File: src/rtl/sbda_pkg.sv
`timescale 1ns / 1ps
`default_nettype none
// ----------------------------------------------------------------------------
// sbda_pkg: shared types and constants
// Sequencer states, ASCII codes and BCD correction constants for the decimal text converter.
// ----------------------------------------------------------------------------
package sbda_pkg;

  typedef enum logic [2:0] {
    ST_IDLE,
    ST_CONV,
    ST_SKIP,
    ST_SIGN,
    ST_DIGITS
  } state_t;

  localparam logic [6:0] CH_ZERO  = 7'd48;
  localparam logic [6:0] CH_NINE  = 7'd57;
  localparam logic [6:0] CH_MINUS = 7'd45;

  // BCD digit correction threshold and offset for shift-and-add-3
  localparam logic [3:0] BCD_LIMIT = 4'd5;
  localparam logic [3:0] BCD_ADJ   = 4'd3;

endpackage
`default_nettype wire

File: src/rtl/signed_binary_to_decimal_ascii.sv
`timescale 1ns / 1ps
`default_nettype none
// ----------------------------------------------------------------------------
// signed_binary_to_decimal_ascii: signed integer to decimal ASCII text
// Converts one two's complement value to its decimal characters, sign first.
// ----------------------------------------------------------------------------
// Each request carries one VALUE_WIDTH-bit two's complement integer; the block
// returns its decimal text one character at a time on the char channel,
// most significant character first, with last_char set on the final one. A
// negative value opens with '-', zero gives a single '0', and no leading
// zeros or terminator appear. The magnitude is taken as an unsigned number,
// so the most negative value converts exactly. Conversion runs on one
// shift-and-add-3 (double dabble) unit: it takes the request, shifts in the
// VALUE_WIDTH magnitude bits, drops the leading zero digits one at a time
// (NDIG minus the digit count of them), chooses between sign and digits, then
// sends the characters while the output side takes them, holding on a stall.
// value_stall stays high from acceptance until the last character has been
// loaded into the output register; the next request may be taken while that
// last character still waits. No state is kept between requests.
module signed_binary_to_decimal_ascii #(
  parameter int VALUE_WIDTH = 32
) (
  input  wire                          clk,
  input  wire                          rst,
  input  wire                          value_valid,
  output logic                         value_stall,
  input  wire signed [VALUE_WIDTH-1:0] value,
  output logic                         char_valid,
  input  wire                          char_stall,
  output logic [6:0]                   ascii_char,
  output logic                         last_char
);

  // Decimal digits needed for a magnitude of up to 2^(VALUE_WIDTH-1)
  localparam int NDIG  = (VALUE_WIDTH * 301) / 1000 + 1;
  localparam int BCD_W = NDIG * 4;
  localparam int CNT_W = $clog2(VALUE_WIDTH + 1);
  localparam int DIG_W = $clog2(NDIG + 1);

  sbda_pkg::state_t state, state_next;

  logic [VALUE_WIDTH-1:0] bin, bin_next;
  logic [BCD_W-1:0]       bcd, bcd_next;
  logic [BCD_W-1:0]       bcd_adj;
  logic [CNT_W-1:0]       cnt, cnt_next;
  logic [DIG_W-1:0]       dcnt, dcnt_next;
  logic                   neg, neg_next;
  logic                   char_valid_next;
  logic [6:0]             ascii_char_next;
  logic                   last_char_next;
  logic                   slot_free;
  logic [3:0]             top_digit;

  assign value_stall = (state != sbda_pkg::ST_IDLE);
  assign slot_free   = !char_valid || !char_stall;
  assign top_digit   = bcd[BCD_W-1 -: 4];

  // Add 3 to every digit of 5 or more ahead of the shift
  always_comb begin
    for (int d = 0; d < NDIG; d++) begin
      if (bcd[d*4 +: 4] >= sbda_pkg::BCD_LIMIT) begin
        bcd_adj[d*4 +: 4] = bcd[d*4 +: 4] + sbda_pkg::BCD_ADJ;
      end else begin
        bcd_adj[d*4 +: 4] = bcd[d*4 +: 4];
      end
    end
  end

  always_ff @(posedge clk) begin
    if (rst) begin
      state      <= sbda_pkg::ST_IDLE;
      char_valid <= 1'b0;
    end else begin
      state      <= state_next;
      char_valid <= char_valid_next;
    end
  end

  // Payload registers carry no reset
  always_ff @(posedge clk) begin
    bin        <= bin_next;
    bcd        <= bcd_next;
    cnt        <= cnt_next;
    dcnt       <= dcnt_next;
    neg        <= neg_next;
    ascii_char <= ascii_char_next;
    last_char  <= last_char_next;
  end

  always_comb begin
    state_next      = state;
    bin_next        = bin;
    bcd_next        = bcd;
    cnt_next        = cnt;
    dcnt_next       = dcnt;
    neg_next        = neg;
    ascii_char_next = ascii_char;
    last_char_next  = last_char;
    // drop the held character once it has been taken
    char_valid_next = char_valid && char_stall;

    case (state)
      sbda_pkg::ST_IDLE: begin
        if (value_valid) begin
          // take the request and form the unsigned magnitude
          neg_next   = value[VALUE_WIDTH-1];
          bin_next   = value[VALUE_WIDTH-1] ? (~value + 1'b1) : value;
          bcd_next   = '0;
          cnt_next   = CNT_W'(VALUE_WIDTH);
          state_next = sbda_pkg::ST_CONV;
        end
      end
      sbda_pkg::ST_CONV: begin
        // shift one magnitude bit into the corrected BCD word
        bcd_next = {bcd_adj[BCD_W-2:0], bin[VALUE_WIDTH-1]};
        bin_next = {bin[VALUE_WIDTH-2:0], 1'b0};
        cnt_next = cnt - 1'b1;
        if (cnt == CNT_W'(1)) begin
          dcnt_next  = DIG_W'(NDIG);
          state_next = sbda_pkg::ST_SKIP;
        end
      end
      sbda_pkg::ST_SKIP: begin
        // drop leading zero digits, always keeping the units digit
        if (top_digit == 4'd0 && dcnt != DIG_W'(1)) begin
          bcd_next  = {bcd[BCD_W-5:0], 4'd0};
          dcnt_next = dcnt - 1'b1;
        end else if (neg) begin
          state_next = sbda_pkg::ST_SIGN;
        end else begin
          state_next = sbda_pkg::ST_DIGITS;
        end
      end
      sbda_pkg::ST_SIGN: begin
        if (slot_free) begin
          ascii_char_next = sbda_pkg::CH_MINUS;
          last_char_next  = 1'b0;
          char_valid_next = 1'b1;
          state_next      = sbda_pkg::ST_DIGITS;
        end
      end
      sbda_pkg::ST_DIGITS: begin
        if (slot_free) begin
          // advance one digit, most significant first
          ascii_char_next = sbda_pkg::CH_ZERO + {3'b000, top_digit};
          last_char_next  = (dcnt == DIG_W'(1));
          char_valid_next = 1'b1;
          bcd_next        = {bcd[BCD_W-5:0], 4'd0};
          dcnt_next       = dcnt - 1'b1;
          if (dcnt == DIG_W'(1)) begin
            state_next = sbda_pkg::ST_IDLE;
          end
        end
      end
      default: begin
        state_next = sbda_pkg::ST_IDLE;
      end
    endcase
  end

endmodule
`default_nettype wire

File: config.mk
export PLATFORM = sky130hd
export DESIGN_NAME = signed_binary_to_decimal_ascii
export DESIGN_NICKNAME = d
export VERILOG_FILES = /design/src/rtl/sbda_pkg.sv /design/src/rtl/signed_binary_to_decimal_ascii.sv
export SDC_FILE = /design/constraint.sdc
export NUM_CORES = 1
export LEC_CHECK = 0
export BUFFER_PORTS_ARGS = -buffer_cell sky130_fd_sc_hd__buf_2
export CORE_MARGIN = 3
export CORE_UTILIZATION = 55
export DETAILED_ROUTE_END_ITERATION = 6
export GPL_ROUTABILITY_DRIVEN = 0
export PLACE_DENSITY = 0.88
export SETUP_SLACK_MARGIN = 0.3
export SYNTH_ARGS = -nofsm -noshare
export SYNTH_HDL_FRONTEND = slang
export SYNTH_SLANG_ARGS = --single-unit
File: constraint.sdc
create_clock -name clk -period 5.31 [get_ports clk]
set_input_delay 0.2655 -clock clk [delete_from_list [all_inputs] [get_ports clk]]
set_output_delay 0.2655 -clock clk [all_outputs]
set_load 0.02 [all_outputs]
======== Word-level counts from Yosys, hierarchy flattened ========
Cells that the tools add are included.
storage, ports and cells
  register bits after elaboration ......... 95
  bits of input ports ..................... 36
  output and inout port bits .............. 10
  word-level logic and storage cells ...... 106
cells by class
  add/sub/neg operators ................... 14
  magnitude comparators ................... 10
  eq/ne operators ......................... 14
  multiplexer cells ....................... 39
  bitwise operators ....................... 1
  reductions and logical operators ........ 19
operators by type and width
  operator               count
  $pmux 40 s4            1
  $mux 40                3
  $mux 32                2
  $pmux 32 s2            1
  $mux 4                 12
  $ge 4x3->1 const B     10
  $add 4x2->4 const B    9
  $add 32x1->32 const B  1
  $not 32->32            1
  $mux 3                 8
  $pmux 3 s5             1
  $mux 7                 2
  $ne 2x2->1 const B     7
  $pmux 7 s2             1
  $pmux 4 s3             1
  $pmux 6 s2             1
  $reduce_and 4->1       2
  $add 6x4->7 const A    1
  $eq 3x2->1 const B     2
  $eq 6x1->1 const B     1
  $mux 6                 1
  $reduce_and 6->1       1
  $reduce_bool 3->1      2
  $sub 6x1->6 const B    1
  18 further kinds       25

======== Depth between registers and ports, before layout ========
Gate-level depths: netlist of the first run.
  depth after elaboration ................. 5
  mapped depth ............................ 7
  mapped depth without buffers ............ 7

======== Worst setup path before layout of the first run ========
OpenSTA, ideal clock, no wires.
  kind .................................... register to register
  start ................................... register state[0]
  end ..................................... register bcd[0], enable pin
  library setup time ...................... 446 ps
  data arrival time ....................... 5021 ps
  required time ........................... 4864 ps
  slack ................................... -156 ps
  stages on the path, launching flop included .. 5
  path buffers ............................ 1
  period minus slack after synthesis ...... 5466 ps
  cell sequence ........................... dfxtp_1 -> clkbuf_1 -> or3_1 -> o21ai_0 -> o21bai_1
between the ends
  cells in the longest elaborated chain, start to end .. 3
  elaborated cells on any way between the ends .. 9
  classes of those cells .................. eq/ne (6); reduce/logical (3)
RTL lines
  what                                                                     line                                   RTL
  from (decl)                                                              signed_binary_to_decimal_ascii.sv:40   sbda_pkg::state_t state, state_next;
  from (signal assigned)                                                   signed_binary_to_decimal_ascii.sv:71   state <= sbda_pkg::ST_IDLE;
  from (signal assigned)                                                   signed_binary_to_decimal_ascii.sv:74   state <= state_next;
  $eq 3x3->1, or another cell as far along                                 signed_binary_to_decimal_ascii.sv:102  case (state)
  $reduce_bool 4->1 (no source line) / $ne 2x2->1 (equally long branches)  n/a
  $reduce_and 4->1 (no source line) *                                      n/a
  to (signal assigned)                                                     signed_binary_to_decimal_ascii.sv:82   bcd <= bcd_next;
  to (decl)                                                                signed_binary_to_decimal_ascii.sv:43   logic [BCD_W-1:0] bcd, bcd_next;
Every way passes the cells marked *; elsewhere a longest branch is shown, timed or not.
A chain may end at the register's enable or synchronous reset.

======== Final worst setup path of the first run ========
  start ................................... register state[1]
  end ..................................... register bcd[8], enable pin
Same word-level chain as after synthesis.

==> results.yml, run 1 <==
run_status:
  outcome: "complete, no violations"
global_routing:
  grt_use_met3_pct: 2.94
  grt_pass1_vias: 4273
  grt_overflow: 0
  track_usage_pct: 20.4
  grt_max_degree: 69
  busiest_layer: "met2"
  use_met2_pct: 33.6
  grt_util_met1_pct: 27.3
  grt_antenna_before_repair: 0
  grt_pass1_wl_mm: 19.1
hold_path:
  hold_path.class: "in -> reg"
  min_from: "rst"
  whs_path_depth: 2
  hold_end: "char_valid$_SDFF_PP0_"
clock_tree:
  cts_hold_buf: 0
  htree_levels: 3
  cts_tree: "built"
  clockRootBuffer: "clkbuf_8"
  clk_pin_slew_ns: 0.09
  cts_resized: 0
  clock_latency_ns: 0.36
  post_cts_buffers: 0
  clockBufferDepth: 2
  cts_buffers: 9
  cts_num_sinks: 93
layout:
  fillers: 794
  drive_gt1_share_pct: 13.9
  n_antenna_cell: 0
  final_nets: 662
  syn_to_final_growth_pct: 9.14
  final_cell_area_um2: 6170
route:
  drtPass1Iterations: 5
  drc: 0
  drtIter0Drc: 321
  drt_wl_total_mm: 11.2
  viasPerCell: 5.86
  num_vias: 4323
  avgRoutedWirePerCell_um: 15.2
  ant_nets: 0
synth:
  synth_cell_types: 49
  synth-seq-area-share_pct: 48.7
  synth_area_leaders: "edfxtp_1, ha_1, o21ai_0"
  synth.ff_latch_count: 93
  synth_edf_count: 89
  synth_largest_area_cell: "edfxtp_1"
  yosysWarnings: 0
  syn_inst: 570
  syn_area_um2: 5650
  ys.flop_type: "edfxtp_1"
  synthesis.nets: 632
  synth.avg_cell_area_um2: 9.92
  synth-async-reset-ratio_pct: 0
  synth_top_area_share_pct: 47.3
worst_setup_path:
  cpMostUsedCell: "buf_4"
  rr_endpoint: "bcd[8]$_DFFE_PP_"
  required_ns: 5.28
  regToRegStartpoint: "state[1]$_SDFFE_PP0P_"
  cp_max_fo: 68
  reg2reg_depth: 6
  start_kind: "flip-flop"
  path_cells: "nor2_1 -> nand2_2 -> buf_4 -> o21ai_4 -> buf_4 -> o21bai_4"
  slowest_delay_ns: 0.64
  crit_path_end_kind: "flip-flop"
  arrival_ns: 2.74
  r2r_slack_ns: 2.54
  slowest_stage: "dfxtp_1"
  path_class: "reg -> reg"
timing:
  relSlewSlack_pct: 23.8
  timing.final.ws_setup_ns: 2.54
  final_hold_viol_count: 0
  fmax_ghz: 0.361
  final_max_slew_viol_count: 0
  period_needed_ns: 2.77
  setup_tns_ns: 0
  worst_pin_slew_ns: 1.14
  min_period_over_period_pct: 52.2
  setup_viol: 0
  finalClockSkew_ns: 0.0112
  rsz0062_at_grt: "false"
placed_design:
  place_area_um2: 5970
  post-dp-hpwl_mm: 7.76
  pre_cts_ws_ns: 2.56
  port_buffers: 43
power_and_ir_drop:
  pwr-share-comb_pct: 19.6
  leakage_nw: 2.24
  totalPowerFinal_mw: 1.82
  sequentialPowerShare_pct: 54.2
  p_int_mw: 1.28
  clockPowerShare_pct: 26.2
  swShare_pct: 29.7
  peakVddDrop_v: 0.000156
  switchingPower_mw: 0.541
  power_density_nw_per_um2: 295
die:
  fp.coreArea_um2: 9860
  start_util_pct: 57.3
  ios: 46
  dieWidth_um: 107
  die_h_um: 107
  dieArea_um2: 11500
  rows: 36
run:
  cap_violations: 0
power by group through the flow:
| stage | Clock, mW | Sequential, mW | Combinational, mW |
|---|---|---|---|
| 6_report | 0.478 | 0.988 | 0.357 |
| 3_3_place_gp | 0 | 0.997 | 0.328 |
| 5_1_grt | 0.517 | 1.00 | 0.405 |
| 2_1_floorplan | 0 | 0.982 | 0.267 |
| 3_5_place_dp | 0 | 1.00 | 0.354 |
| 4_1_cts | 0.487 | 0.988 | 0.357 |
layout make-up:
cell class                 count  area (um2)  share of cell area, %
multi-input combinational    420        2700                   43.8
tap                          133         166                   2.70
timing repair buffer          47         245                   3.97
inverter                      29         109                   1.76
sequential                    93        2750                   44.6
clock inverter                 7        72.6                   1.18
clock buffer                   9         124                   2.01
cell usage in the layout, fill, tap and decap left out, types with 3 or more instances in the layout:
cell type / instances
edfxtp_1: 89
nand2_1: 69
o21ai_0: 62
a21oi_1: 44
buf_2: 43
nor2_1: 38
xor2_1: 33
inv_1: 29
ha_1: 26
o31ai_1: 18
xnor2_1: 17
nand2b_1: 14
nor3b_1: 14
clkbuf_8: 9
o41ai_1: 7
nor3_1: 7
a22o_1: 6
nor2b_1: 6
or3_1: 5
o41ai_2: 5
nand3_1: 5
a22oi_1: 4
dfxtp_1: 4
buf_4: 4
and3_1: 3
or2_2: 3
nor4b_1: 3
nand4b_1: 3
how the worst max path moves through the flow:
stage                          startpoint                 to  slack, ns  depth (start not counted)
floorplan           state[0]$_SDFFE_PP0P_   bcd[0]$_DFFE_PP_       0.91                          4
global placement    state[1]$_SDFFE_PP0P_  bcd[17]$_DFFE_PP_       2.65                          6
detailed placement  state[1]$_SDFFE_PP0P_  bcd[17]$_DFFE_PP_       2.56                          6
CTS                 state[1]$_SDFFE_PP0P_   bcd[8]$_DFFE_PP_       2.54                          6
global route        state[1]$_SDFFE_PP0P_   bcd[9]$_DFFE_PP_       2.29                          6
finish              state[1]$_SDFFE_PP0P_   bcd[8]$_DFFE_PP_       2.54                          6
registers in the layout, summed over array words and instances (netlist names):
register    flops
last_char       1
dcnt            4
state           3
bcd            40
neg             1
bin            32
cnt             6
ascii_char      5
char_valid      1
metrics by stage:
step | cells | util (%) | hold slack (ns)
final | 738 | 62.6 | 0.148
after global routing | 738 | 62.6 | 0.122
after CTS | 738 | 62.6 | 0.113
after detailed placement | 722 | 60.6 | 0.505
after global placement | 722 | 60.6 | 0.505
after floorplan | 570 | - | 0.335
routing by layer:
layer | wire length [um] | part of all wire, %
met1 | 4860 | 43
met2 | 5450 | 49
met3 | 761 | 6.8
met4 | 157 | 1.4
met5 | 0 | 0
cell families (layout without fill, tap and decap cells):
family,Yosys count,in the layout,synth area share [%]
other,2,2,0.133
XOR/XNOR,50,50,7.75
AND/OR/NAND/NOR,185,185,16.4
AO/OA/AOI/OAI,156,156,17.0
flip-flops,93,93,48.7
multiplexers,1,1,0.177
buffers and inverters,57,92,4.07
adder cells (fa/ha/maj),26,26,5.75
cells in the mapped netlist, types with 14 or more instances:
| cell | number |
|---|---|
| nand2b_1 | 14 |
| a21oi_1 | 44 |
| edfxtp_1 | 89 |
| ha_1 | 26 |
| nor3b_1 | 14 |
| nor2_1 | 40 |
| o31ai_1 | 18 |
| inv_1 | 29 |
| xor2_1 | 33 |
| xnor2_1 | 17 |
| nand2_1 | 70 |
| o21ai_0 | 63 |
| clkbuf_1 | 18 |
worst max-delay path: cells and delay by family (launching register included):
kind                   cells  cell delay, ns
buffers and inverters      2            0.83
AOI/OAI and AO/OA          2            0.62
DFF                        1            0.64
and+or+nand+nor            2            0.25
(Power assumes the default switching activity.)
==> run 2: changes to the inputs <==
--- a/config.mk
+++ b/config.mk
@@ -5,12 +5,13 @@
 export SDC_FILE = /design/constraint.sdc
 export NUM_CORES = 1
 export LEC_CHECK = 0
+export ABC_AREA = 1
 export BUFFER_PORTS_ARGS = -buffer_cell sky130_fd_sc_hd__buf_2
 export CORE_MARGIN = 3
 export CORE_UTILIZATION = 55
 export DETAILED_ROUTE_END_ITERATION = 6
 export GPL_ROUTABILITY_DRIVEN = 0
-export PLACE_DENSITY = 0.88
+export PLACE_DENSITY = 0.85
 export SETUP_SLACK_MARGIN = 0.3
 export SYNTH_ARGS = -nofsm -noshare
 export SYNTH_HDL_FRONTEND = slang
==> constraint.sdc (replaced) <==
create_clock -name clk -period 2.8 [get_ports clk]
set_input_delay 0.14 -clock clk [delete_from_list [all_inputs] [get_ports clk]]
set_output_delay 0.14 -clock clk [all_outputs]
set_load 0.02 [all_outputs]
==> results.yml, run 2 <==
worst_setup_path:
  arrival_ns: 2.36
  path_cells: "nor2_2 -> nand2_1 -> o21ai_4 -> buf_4"
  cp_num_cells: 4
  regToRegStartpoint: "state[1]$_SDFFE_PP0P_"
  path_class: "reg -> reg"
  reg2reg_depth: 4
  path_delay_family: "compound AO/OA/AOI/OAI gates"
  rr_endpoint: "bin[10]$_DFFE_PP_"
  required_ns: 2.89
  crit_end: "bin[10]$_DFFE_PP_"
  crit_buf_inv: 1
  r2r_slack_ns: 0.52
  start_kind: "flip-flop"
  crit_path_end_kind: "flip-flop"
  slowest_delay_ns: 0.78
  cp-startpoint: "state[1]$_SDFFE_PP0P_"
  slowest_stage: "o21ai_4"
  cp_max_fo: 30
timing:
  setup_tns_ns: 0
  relSlewSlack_pct: 26.7
  final_hold_viol_count: 0
  rsz0062_at_grt: "false"
  min_period_over_period_pct: 81.3
  period_needed_ns: 2.28
  worst_pin_slew_ns: 1.10
  finalClockSkew_ns: 0.0112
  timing.final.ws_setup_ns: 0.523
  setup_viol: 0
  final_max_slew_viol_count: 0
  fmax_ghz: 0.439
  holdWs_ns: 0.0825
die:
  start_util_pct: 58.1
  dieArea_um2: 11900
  ios: 46
  rows: 36
  die_h_um: 109
  fp.coreArea_um2: 10000
  dieWidth_um: 109
synth:
  syn_inst: 714
  synth-seq-area-share_pct: 47.2
  synth_cell_types: 35
  synth.avg_cell_area_um2: 8.17
  ys_top_cells_by_count: "nand2_1, nor2_1, inv_1"
  muxShareOfSynthArea_pct: 0
  yosysWarnings: 0
  syn_area_um2: 5840
  synthXorXnorAreaFrac_pct: 2.55
  synthesis.nets: 776
  ys.flop_type: "edfxtp_1"
  yosysMostFrequentCell: "nand2_1"
  synth.ff_latch_count: 93
  synth_largest_area_cell: "edfxtp_1"
  synth_compound_gate_area_share_pct: 13.2
  synth-simple-area-share_pct: 23.3
  synth_top_family_by_area: "simple AND/OR/NAND/NOR gates"
  synth_top_area_share_pct: 45.8
  synth_area_leaders: "edfxtp_1, nand2_1, nor2_1"
  synth_edf_count: 89
  synth-async-reset-ratio_pct: 0
  synthAdderAreaFrac_pct: 5.57
route:
  met2WireLength_mm: 6.43
  ant_nets: 0
  drt_wl_total_mm: 13.1
  drtIter0Drc: 438
  drc: 1
  met3_length_um: 976
  drtPass1Iterations: 7
  routedLengthMet1_mm: 5.46
  avgRoutedWirePerCell_um: 14.7
  top_layer_used: "met4"
  num_vias: 5060
  viasPerCell: 5.69
placed_design:
  place_area_um2: 6150
  port_buffers: 43
  pre_cts_ws_ns: 0.606
  post-dp-hpwl_mm: 8.96
layout:
  n_antenna_cell: 0
  fillers: 793
  final_nets: 813
  largest_reg_flops: 40
  final_cell_area_um2: 6360
  drive_gt1_share_pct: 10.2
  layout_common_cells: "nand2_1, nor2_1, inv_1, edfxtp_1, o21ai_0"
  largestRegisters: "bcd: 40 flops, bin: 32 flops, cnt: 6 flops"
  top_register: "bcd"
  syn_to_final_growth_pct: 9.07
  layout_commonest_cell: "nand2_1"
clock_tree:
  clk_pin_slew_ns: 0.10
  post_cts_buffers: 0
  cts_tree: "built"
  clockRootBuffer: "clkbuf_8"
  clockBufferDepth: 2
  cts_num_sinks: 93
  htree_levels: 3
  clock_latency_ns: 0.37
  cts_buffers: 9
run_status:
  outcome: "finished with violations"
  violations: "DRC"
global_routing:
  grt_overflow: 0
  grt_antenna_before_repair: 0
  grt_pass1_vias: 4679
  track_usage_pct: 22.3
  grt_max_degree: 66
  grt_pass1_wl_mm: 21.2
power_and_ir_drop:
  sequentialPowerShare_pct: 42.2
  power_density_nw_per_um2: 1120
  pwr-share-comb_pct: 44.6
  switchingPower_mw: 3.16
  peakVddDrop_v: 0.000625
  swShare_pct: 44.3
  leakage_nw: 2.76
  p_int_mw: 3.98
  clockPowerShare_pct: 13.3
hold_path:
  hold_path.class: "in -> reg"
run:
  cap_violations: 0
[run 2: cell count changes after synthesis, moves of 15 or more]
| cell | delta |
|---|---|
| nand3_1 | +43 |
| nand2_1 | +85 |
| o32ai_1 | +15 |
| o31ai_1 | -16 |
| nor2_1 | +58 |
| inv_1 | +62 |
| xor2_1 | -19 |
[run 2: worst min-delay path, stage by stage]
cell and delay [ns]:
buf_2 0.12, nand2_1 0.06, inv_1 0.04
[run 2: final cells by class]
cell class                 instances  area (um2)  share of cell area, %
inverter                          93         349                   5.48
sequential                        93        2750                   43.2
clock buffer                       9         124                   1.95
clock inverter                     7        81.3                   1.28
multi-input combinational        506        2640                   41.4
timing repair buffer              48         255                   4.01
tap                              133         166                   2.61
[run 2: worst min-delay path by stage]
stage | startpoint | endpoint | slack, ns | depth (start not counted)
floorplan | rst | state[0]$_SDFFE_PP0P_ | 0.21 | 1
global placement | rst | state[0]$_SDFFE_PP0P_ | 0.32 | 2
detailed placement | rst | state[0]$_SDFFE_PP0P_ | 0.32 | 2
CTS | value[0] | bin[0]$_SDFFCE_PP0P_ | 0.07 | 3
global route | value[0] | bin[0]$_SDFFCE_PP0P_ | 0.09 | 3
finish | value[0] | bin[0]$_SDFFCE_PP0P_ | 0.08 | 3
[run 2: cells by family (layout without fill, tap and decap cells)]
family | count (synthesis) | count (layout)
simple gates | 326 | 326
compound gates | 135 | 135
buf+inv | 115 | 157
flops | 93 | 93
fa+ha+maj | 26 | 26
xor+xnor | 17 | 17
other cells | 2 | 2
[run 2: stage by stage]
| step | util (%) | cells | power [mW] |
|---|---|---|---|
| after floorplan | - | 714 | 5.33 |
| after global placement | 61.2 | 872 | 5.92 |
| after detailed placement | 61.2 | 872 | 6.14 |
| after CTS | 63.4 | 889 | 7.13 |
| after global routing | 63.4 | 889 | 7.69 |
| final | 63.4 | 889 | 7.14 |
[run 2: power by group through the flow]
stage	sequential, mW	clock [mW]	combinational (mW)
after floorplan	2.95	0	2.37
after global placement	2.99	0	2.93
after detailed placement	3.02	0	3.12
after CTS	3.00	0.957	3.17
after global routing	3.08	1.00	3.60
final	3.01	0.948	3.18
[run 2: layer usage]
layer,track usage [%],up-vias
met2,36.1,239
li1,-,2469
met5,0,-
met3,4.14,29
met1,30.2,2323
met4,7.75,0
[run 2: what timing repair did]
item	CTS	global route
hold buffers	1	0
gates resized for setup	0	0
hold endpoints to repair	1	0
==> run 3: changes to the inputs <==
==> constraint.sdc (replaced) <==
create_clock -name clk -period 2.2 [get_ports clk]
set_input_delay 0.11 -clock clk [delete_from_list [all_inputs] [get_ports clk]]
set_output_delay 0.11 -clock clk [all_outputs]
set_load 0.02 [all_outputs]
==> results.yml, run 3 (same netlist as run 2, synthesis figures left out) <==
layout:
  drive_gt1_share_pct: 10.9
  final_nets: 817
  final_cell_area_um2: 6440
  utilization_pct: 64.1
  fillers: 781
  layout_common_cells: "nand2_1, nor2_1, inv_1, edfxtp_1, o21ai_0"
  syn_to_final_growth_pct: 10.3
  layout.cells.non_filler: 893
  top_register: "bcd"
  n_antenna_cell: 0
  largest_reg_flops: 40
  layout_commonest_cell: "nand2_1"
  largestRegisters: "bcd: 40 flops, bin: 32 flops, cnt: 6 flops"
power_and_ir_drop:
  leakage_nw: 2.78
  power_density_nw_per_um2: 1430
  peakVddDrop_v: 0.00115
  totalPowerFinal_mw: 9.21
route:
  drtIter0Drc: 531
  ant_nets: 0
  drc: 0
  avgRoutedWirePerCell_um: 14.3
  drt_wl_total_mm: 12.7
  num_vias: 5094
  viasPerCell: 5.70
  drtPass1Iterations: 5
placed_design:
  port_buffers: 43
  place_area_um2: 6240
  placed_cells: 876
  post-dp-hpwl_mm: 8.90
global_routing:
  grt_pass1_vias: 4815
  grt_antenna_before_repair: 0
  grt_overflow: 0
  track_usage_pct: 22.4
  grt_max_degree: 61
  grt_pass1_wl_mm: 21.3
clock_tree:
  post_cts_buffers: 0
  cts_buffers: 9
  htree_levels: 3
  clock_latency_ns: 0.36
  cts_tree: "built"
  clockBufferDepth: 2
  cts_num_sinks: 93
  clockRootBuffer: "clkbuf_8"
  clk_pin_slew_ns: 0.10
worst_setup_path:
  crit_path_end_kind: "flip-flop"
  start_kind: "flip-flop"
  slowest_delay_ns: 0.39
  arrival_ns: 1.95
  path_cells: "nor2_2 -> nand2_2 -> nand2_1 -> o21ai_1 -> a211oi_1 -> buf_4"
  path_delay_family: "simple AND/OR/NAND/NOR gates"
  cp_max_fo: 8
  slowest_stage: "dfxtp_1"
  required_ns: 2.29
  path_class: "reg -> reg"
  crit_buf_inv: 1
timing:
  period_needed_ns: 1.87
  setup_viol: 0
  final_hold_viol_count: 0
  relSlewSlack_pct: 66.6
  min_period_over_period_pct: 84.8
  fmax_ghz: 0.536
  finalClockSkew_ns: 0.0158
  worst_pin_slew_ns: 0.497
  rsz0062_at_grt: "true"
  final_max_slew_viol_count: 0
die:
  rows: 36
  fp.coreArea_um2: 10000
  die_h_um: 109
  ios: 46
  start_util_pct: 58.1
  dieWidth_um: 109
  dieArea_um2: 11900
hold_path:
  hold_path.class: "in -> reg"
run:
  cap_violations: 0
run_status:
  outcome: "complete, no violations"
[run 3: through the flow]
stage               TNS (ns)  hold WS, ns  worst slack, ns
global placement           0        0.298            0.499
floorplan              -4.02        0.172           -0.101
detailed placement         0        0.292            0.399
CTS                        0       0.0478            0.394
finish                     0       0.0579            0.334
global route               0       0.0769            0.296
[run 3: final cells by class]
class / instances / area (um2) / share of cell area, %
well taps: 133 / 166 / 2.58
repair buffers: 52 / 339 / 5.27
flip-flops and latches: 93 / 2750 / 42.8
inverters: 93 / 349 / 5.42
clock buffers: 10 / 138 / 2.14
clock inverters: 6 / 45.0 / 0.700
multi-input cells: 506 / 2650 / 41.1
[run 3: per-layer routing]
layer	wire length, um	up-vias	GRT usage (%)
met5	0	-	0
met4	277	0	9.38
met3	807	28	3.73
met2	6290	209	38.0
met1	5370	2384	28.3
li1	-	2473	-
[run 3: final timing paths]
path	from	end	slack, ns	cells after the start
hold reg to reg	bin[15]$_DFFE_PP_	bin[16]$_DFFE_PP_	0.53	2
hold / removal	value[0]	bin[0]$_SDFFCE_PP0P_	0.06	3
setup reg to reg	state[1]$_SDFFE_PP0P_	dcnt[0]$_SDFFCE_PP0P_	0.33	6
setup / recovery	state[1]$_SDFFE_PP0P_	dcnt[0]$_SDFFCE_PP0P_	0.33	6
[run 3: tightest hold or removal path, cell delays in order]
cell and delay, ns:
buf_2 0.10, nand2_1 0.05, inv_1 0.05
[run 3: repair_timing]
| action | 4_1_cts | 5_1_grt |
|---|---|---|
| hold endpoints to repair | 1 | 0 |
| gates resized for setup | 0 | 2 |
| endpoints found under the setup margin | 0 | 5 |
| hold buffers | 1 | 0 |
[run 3: report_power, final]
part | internal, mW | switching [mW] | leakage (nW)
Combinational | 1.40 | 2.90 | 1.80
Sequential | 3.32 | 0.497 | 0.902
Clock | 0.448 | 0.642 | 0.0853
